[src/hdl/vau_pkg.sv]
// Shared definitions for the three-component vector arithmetic unit.
// Holds the action codes and the control bundle passed along the pipeline.
// No dependencies.
package vau_pkg;

  localparam int ACT_W = 4;

  typedef enum logic [ACT_W-1:0] {
    ACT_ADD   = 4'd0,
    ACT_SUB   = 4'd1,
    ACT_SCALE = 4'd2,
    ACT_DIV   = 4'd3,
    ACT_NEG   = 4'd4,
    ACT_DOT   = 4'd5,
    ACT_LENSQ = 4'd6,
    ACT_LEN   = 4'd7,
    ACT_NORM  = 4'd8
  } action_t;

  typedef struct packed {
    action_t act;
    logic    dz;
    logic    zlen;
    logic    ovf;
  } ctl_t;

endpackage

[src/hdl/vau_lane.sv]
// One component lane of the vector unit: add, subtract, negate and the
// per-component product, with rounding and saturation. Uses vau_pkg.
module vau_lane import vau_pkg::*; #(
  parameter int WORD_BITS = 32,
  parameter int FRAC_BITS = 16
) (
  input  logic                          clk,
  input  logic                          en,
  input  action_t                       act,
  input  logic signed [WORD_BITS-1:0]   a,
  input  logic signed [WORD_BITS-1:0]   b,
  input  logic signed [WORD_BITS-1:0]   f,
  output logic signed [2*WORD_BITS-1:0] prod,
  output logic signed [WORD_BITS-1:0]   vec,
  output logic                          vec_ovf
);

  localparam int W  = WORD_BITS;
  localparam int PW = 2 * WORD_BITS;
  localparam logic signed [PW:0] HALF = (PW+1)'(1) <<< (FRAC_BITS - 1);
  localparam logic [W-1:0] MINV = {1'b1, {(W-1){1'b0}}};
  localparam logic [W-1:0] MAXV = {1'b0, {(W-1){1'b1}}};

  action_t                act_r;
  logic signed [W-1:0]    mul_op;
  logic signed [W:0]      simp_nxt;
  logic signed [W:0]      simp_r;
  logic signed [PW-1:0]   prod_r;
  logic signed [PW:0]     rnd;
  logic signed [PW:0]     rsh;
  logic signed [PW:0]     sat_in;
  logic [PW-W+1:0]        hi;
  logic                   in_rng;
  logic signed [W-1:0]    vec_nxt;
  logic signed [W-1:0]    vec_r;
  logic                   ovf_nxt;
  logic                   ovf_r;

  always_comb begin
    mul_op   = a;
    simp_nxt = '0;
    unique case (act)
      ACT_ADD:   simp_nxt = (W+1)'(a) + (W+1)'(b);
      ACT_SUB:   simp_nxt = (W+1)'(a) - (W+1)'(b);
      ACT_NEG:   simp_nxt = -((W+1)'(a));
      ACT_SCALE: mul_op = f;
      ACT_DOT:   mul_op = b;
      default:   ;
    endcase
  end

  always_ff @(posedge clk) begin
    if (en) begin
      act_r  <= act;
      prod_r <= a * mul_op;
      simp_r <= simp_nxt;
    end
  end

  always_comb begin
    rnd    = (PW+1)'(prod_r) + HALF;
    rsh    = rnd >>> FRAC_BITS;
    sat_in = '0;
    unique case (act_r)
      ACT_ADD, ACT_SUB, ACT_NEG: sat_in = (PW+1)'(simp_r);
      ACT_SCALE:                 sat_in = rsh;
      default:                   ;
    endcase
    hi      = sat_in[PW:W-1];
    in_rng  = (&hi) | ~(|hi);
    vec_nxt = in_rng ? sat_in[W-1:0] : (sat_in[PW] ? MINV : MAXV);
    ovf_nxt = !in_rng;
  end

  always_ff @(posedge clk) begin
    if (en) begin
      vec_r <= vec_nxt;
      ovf_r <= ovf_nxt;
    end
  end

  assign prod    = prod_r;
  assign vec     = vec_r;
  assign vec_ovf = ovf_r;

endmodule

[config.mk]
export PLATFORM = sky130hd
export DESIGN_NAME = vau_lane
export DESIGN_NICKNAME = d
export VERILOG_FILES = /design/src/hdl/vau_pkg.sv /design/src/hdl/vau_lane.sv
export SDC_FILE = /design/constraint.sdc
export NUM_CORES = 2
export LEC_CHECK = 0
export BUFFER_PORTS_ARGS = -buffer_cell sky130_fd_sc_hd__buf_2
export CAP_MARGIN = 20
export CORE_MARGIN = 8
export CORE_UTILIZATION = 44
export DETAILED_ROUTE_END_ITERATION = 10
export GPL_TIMING_DRIVEN = 0
export PLACE_DENSITY = 0.69
export SLEW_MARGIN = 20
export SYNTH_ARGS = -nofsm -noshare
export SYNTH_HDL_FRONTEND = slang
export SYNTH_SLANG_ARGS = --single-unit
[constraint.sdc]
create_clock -name clk -period 27.6 [get_ports clk]
set_clock_uncertainty 0.2 [all_clocks]
set_input_delay 5.52 -clock clk [delete_from_list [all_inputs] [get_ports clk]]
set_output_delay 5.52 -clock clk [all_outputs]
set_load 0.1 [all_outputs]
* Word-level counts from Yosys, hierarchy flattened
Index checks and enable logic that the tools add are counted.
Widths: inputs -> output; s select.
** Cells by class
- Add/sub/neg operators :: 4
- $mul :: 1
- Eq/ne operators :: 7
- Muxes and demuxes :: 5
- Bitwise gates (word level) :: 2
- Reductions and logical operators :: 6
** Operator list (count)
- $pmux 65 s2 :: 1
- $pmux 33 s3 :: 1
- $add 64x17->65 const B :: 1
- $mul 32x32->64 :: 1
- $mux 32 :: 2
- $pmux 32 s2 :: 1
- $reduce_and 34->1 :: 1
- $reduce_or 34->1 :: 1
- $add 32x32->33 :: 1
- $neg 32->33 :: 1
- $sub 32x32->33 :: 1
- $eq 4x3->1 const B :: 3
- $eq 4x1->1 const B :: 2
- $eq 4x2->1 const B :: 2
- $logic_not 4->1 :: 2
- $reduce_or 3->1 :: 1
- $logic_not 1->1 :: 1
- $not 1->1 :: 1
- $or 1x1->1 :: 1
** Word-level totals
- Register bits after elaboration :: 134
- Bits of input ports :: 102

* Longest topological paths before layout
- Depth in word-level cells :: 7
- Gate-level depth with buffers :: 37
- Gate-level depth less buffers :: 33

* Least setup slack after synthesis
No wires, ideal clock.
- Path type :: in2reg
- Start point :: input act[2]
- End point :: register prod_r[61] (netlist: prod[61]), data pin
- Arrival :: 14.195 ns
- Setup slack :: 12.946 ns
- Cell stages on the path :: 30
- Cells stage by stage :: nor4b_1 -> clkbuf_1 -> clkbuf_1 -> a22oi_1 -> nand2_1 -> clkbuf_1 -> nand2_1 -> inv_1 -> fa_1 -> fa_1 -> fa_1 -> fa_1 -> inv_1 -> fa_1 -> inv_1 -> fa_1 -> inv_1 -> fa_1 -> inv_1 -> fa_1 -> ha_1 -> a21o_1 -> a21oi_1 -> o21bai_1 -> a21o_1 -> a21o_1 -> a21o_1 -> a221o_1 -> a31oi_1 -> xnor2_1
** On the way
- Word-level cells in the longest chain between the ends :: 3
** Ends and longest elaborated chain
- start, declared :: line vau_lane.sv:9 : input action_t act,
- $eq 4x3->1 / $eq 4x2->1 (equally long branches) :: line vau_lane.sv:42 : unique case (act)
- $pmux 32 s2 * :: line vau_lane.sv:42
- $mul 32x32->64 * :: line vau_lane.sv:55 : prod_r <= a * mul_op;
- end signal, assigned :: line vau_lane.sv:55
- end, declared :: line vau_lane.sv:28 : logic signed [PW-1:0] prod_r;
Mark *: on every way between the ends. The rest lies on a longest branch, timed or not.
A chain may end at the register's enable or synchronous reset.

* Worst setup path in the final report
- Start point :: input act[3]
- End point :: register prod_r[59] (netlist: prod[59]), data pin
The elaborated chain is that of the path after synthesis.

==> results.sh <==
export IMPL_outcome="complete, no violations"
export IMPL_drt_iter0_drc=4402
export IMPL_report_final_slew_viol_count=0
export IMPL_nets=6532
export IMPL_worst_slew_pin_slew_ps=1350
export IMPL_cts_max_path_buffers=2
export IMPL_crit_top_cell="fa_1"
export IMPL_crit_required_ps=27660
export IMPL_hpwlAfterDp_um=155000
export IMPL_num_rows=118
export IMPL_layout_setup_ws_ps=9390
export IMPL_drv_cap=0
export IMPL_path_depth=30
export IMPL_min_path_type="reg2reg"
export IMPL_place_inst=6488
export IMPL_vias=37900
export IMPL_finalSetupViolCount=0
export IMPL_end_kind="flip-flop"
export IMPL_period_needed_ps=18210
export IMPL_grtUsageMet3_pct=8.39
export IMPL_crit_fanout=10
export IMPL_critPathLaunchType="input pin"
export IMPL_start_util_pct=44.3
export IMPL_clk_pin_slew_ps=70
export IMPL_grt_use_total_pct=32.2
export IMPL_port_buffers=198
export IMPL_drt_pass1_iter_count=8
export IMPL_hold_buffers=0
export IMPL_whs_path_depth=2
export IMPL_drive_gt1_share_pct=6.28
export IMPL_cts_setup_buffers=0
export IMPL_grt_max_degree=93
export IMPL_critPathSlowestCell="clkbuf_1"
export IMPL_drc=0
export IMPL_post_route_period_util_pct=66.0
export IMPL_cts_tree="done"
export IMPL_gp_congestion=1.08
export IMPL_busiest_layer="met2"
export IMPL_yosysSeqAreaShare_pct=8.79
export IMPL_post_synth_top_area_cell="fa_1"
export IMPL_final_cells=6535
export IMPL_wl_per_cell_um=28.6
export IMPL_cts_buffers=17
export IMPL_relSlewSlack_pct=10.1
export IMPL_fmax_ghz=0.0549
export IMPL_cts_resized=0
export IMPL_cts_num_sinks=134
export IMPL_postSynthCellCount=4904
export IMPL_yosysWarnings=0
export IMPL_die_w_um=339
export IMPL_root_buffer="clkbuf_16"
export IMPL_ant_nets=0
export IMPL_syn_area_um2=45800
export IMPL_htree_levels=4
export IMPL_vias_per_cell=5.80
export IMPL_dp_slack_ps=9370
export IMPL_async_flop_share_pct=0
export IMPL_clk_latency_ps=470
export IMPL_fill_cells=9939
export IMPL_gr_total_overflow=0
export IMPL_cp_data_arrival_time_ps=18270
export IMPL_grt_pass1_wl_um=270000
export IMPL_synth_edf_count=134
export IMPL_post_route_util_pct=47.6
export IMPL_num_io_pins=199
export IMPL_syn_num_nets=6308
export IMPL_ys_ff_latch=134
export IMPL_ys_top_cells_by_count="fa_1 (1083), inv_1 (1018), nand2_1 (638)"
export IMPL_grt_use_met1_pct=40.7
export IMPL_cp_slowest_stage_delay_ps=920
export IMPL_yosysMostFrequentCell="fa_1"
export IMPL_core_region_area_um2=103000
export IMPL_ys_types=80
export IMPL_grt_antenna_before_repair=20
export IMPL_synth_top_area_share_pct=47.4
export IMPL_rsz0062_at_grt="no"
export IMPL_die_h_um=339
export IMPL_fin_setup_tns_ps=0
export IMPL_syn_to_final_growth_pct=7.57
export IMPL_critPathBufInv=8
export IMPL_hold_viol_final=0
export IMPL_dieArea_um2=115000
export IMPL_reg2reg_depth=13
export IMPL_cp_top_family="adder cells"
export IMPL_met2_usage_pct=48.1
export IMPL_synth_area_top_cells="fa_1 (47%), edfxtp_1 (8.8%), inv_1 (8.3%)"
export IMPL_crit_type="in2reg"
export IMPL_synth_flop_cell="edfxtp_1"
export IMPL_syn_area_per_cell_um2=9.33
export IMPL_drt_wl_total_um=187000
export IMPL_grt_pass1_vias=39300
[through the flow]
| stage | hold WS (ps) | instance area (um2) |
|---|---|---|
| floorplan | 353 | 45800 |
| global placement | 409 | 48500 |
| detailed placement | 418 | 48600 |
| CTS | 423 | 49200 |
| global route | 452 | 49200 |
| finish | 429 | 49200 |
[routing by layer]
| metal | routed length [um] | share of wire, % | up-vias |
|---|---|---|---|
| met5 | 112 | 0.060 | - |
| met4 | 16500 | 8.8 | 10 |
| met3 | 22300 | 12 | 697 |
| met2 | 79700 | 43 | 2674 |
| met1 | 68100 | 36 | 19200 |
| li1 | - | - | 15300 |
[worst register-to-register path, stage by stage, from the launching register on]
cell      delay [ps]
edfxtp_1         550
clkbuf_1         450
nand2_1          130
or4_1            410
buf_2            200
or2_1            250
buf_6            150
nor2_4           140
mux2_2           350
o21a_1           170
or4_4            570
o311ai_4         580
buf_6            270
a21oi_2           90
[worst paths after layout]
kind / from / endpoint / slack (ps)
setup / recovery: act[3] / prod[59] / 9390
hold / removal: simp_r[12] / vec[12] / 430
setup reg to reg: prod[25] / vec[2] / 22840
hold reg to reg: simp_r[12] / vec[12] / 430
[cells by family (layout without fill, tap and decap cells)]
kind of cell	Yosys count	in the layout	synth area share, %
and+or+nand+nor	1439	1439	15.6
buffers and inverters	1304	1541	10.8
DFF	134	134	8.79
adders and majority gates	1302	1302	53.4
other	0	14	0
AOI/OAI and AO/OA	526	526	7.67
muxes	6	6	0.139
xor gates and xnor gates	193	193	3.69
[cell usage in the layout (no fill, tap or decap), drive strengths merged, types with 112 or more instances in the layout]
cell type	netlist	final
edfxtp	134	134
and2	459	459
a21oi	180	180
nor2	112	112
clkbuf	269	287
ha	219	219
inv	1019	1025
nand2	639	639
fa	1083	1083
xnor2	112	112
buf	14	219
[flip-flops by register name, indices dropped and copies added (netlist names)]
| name | flops |
|---|---|
| vec_ovf | 1 |
| simp_r | 33 |
| act_r | 4 |
| prod | 64 |
| vec | 32 |
[final cells by class]
type / instances / area (um2) / area share [%]
multi-input cells: 3466 / 36900 / 74.9
flip-flops and latches: 134 / 4020 / 8.17
inverters: 1021 / 3830 / 7.78
well taps: 1380 / 1730 / 3.51
plain buffers: 283 / 1110 / 2.25
repair buffers: 205 / 1080 / 2.20
clock buffers: 18 / 429 / 0.872
clock inverters: 14 / 141 / 0.287
diodes: 14 / 35.0 / 0.0712
Power is left out: the tool's default activity adds up to more than one toggle a clock period on the data nets, which glitch-free logic cannot reach.
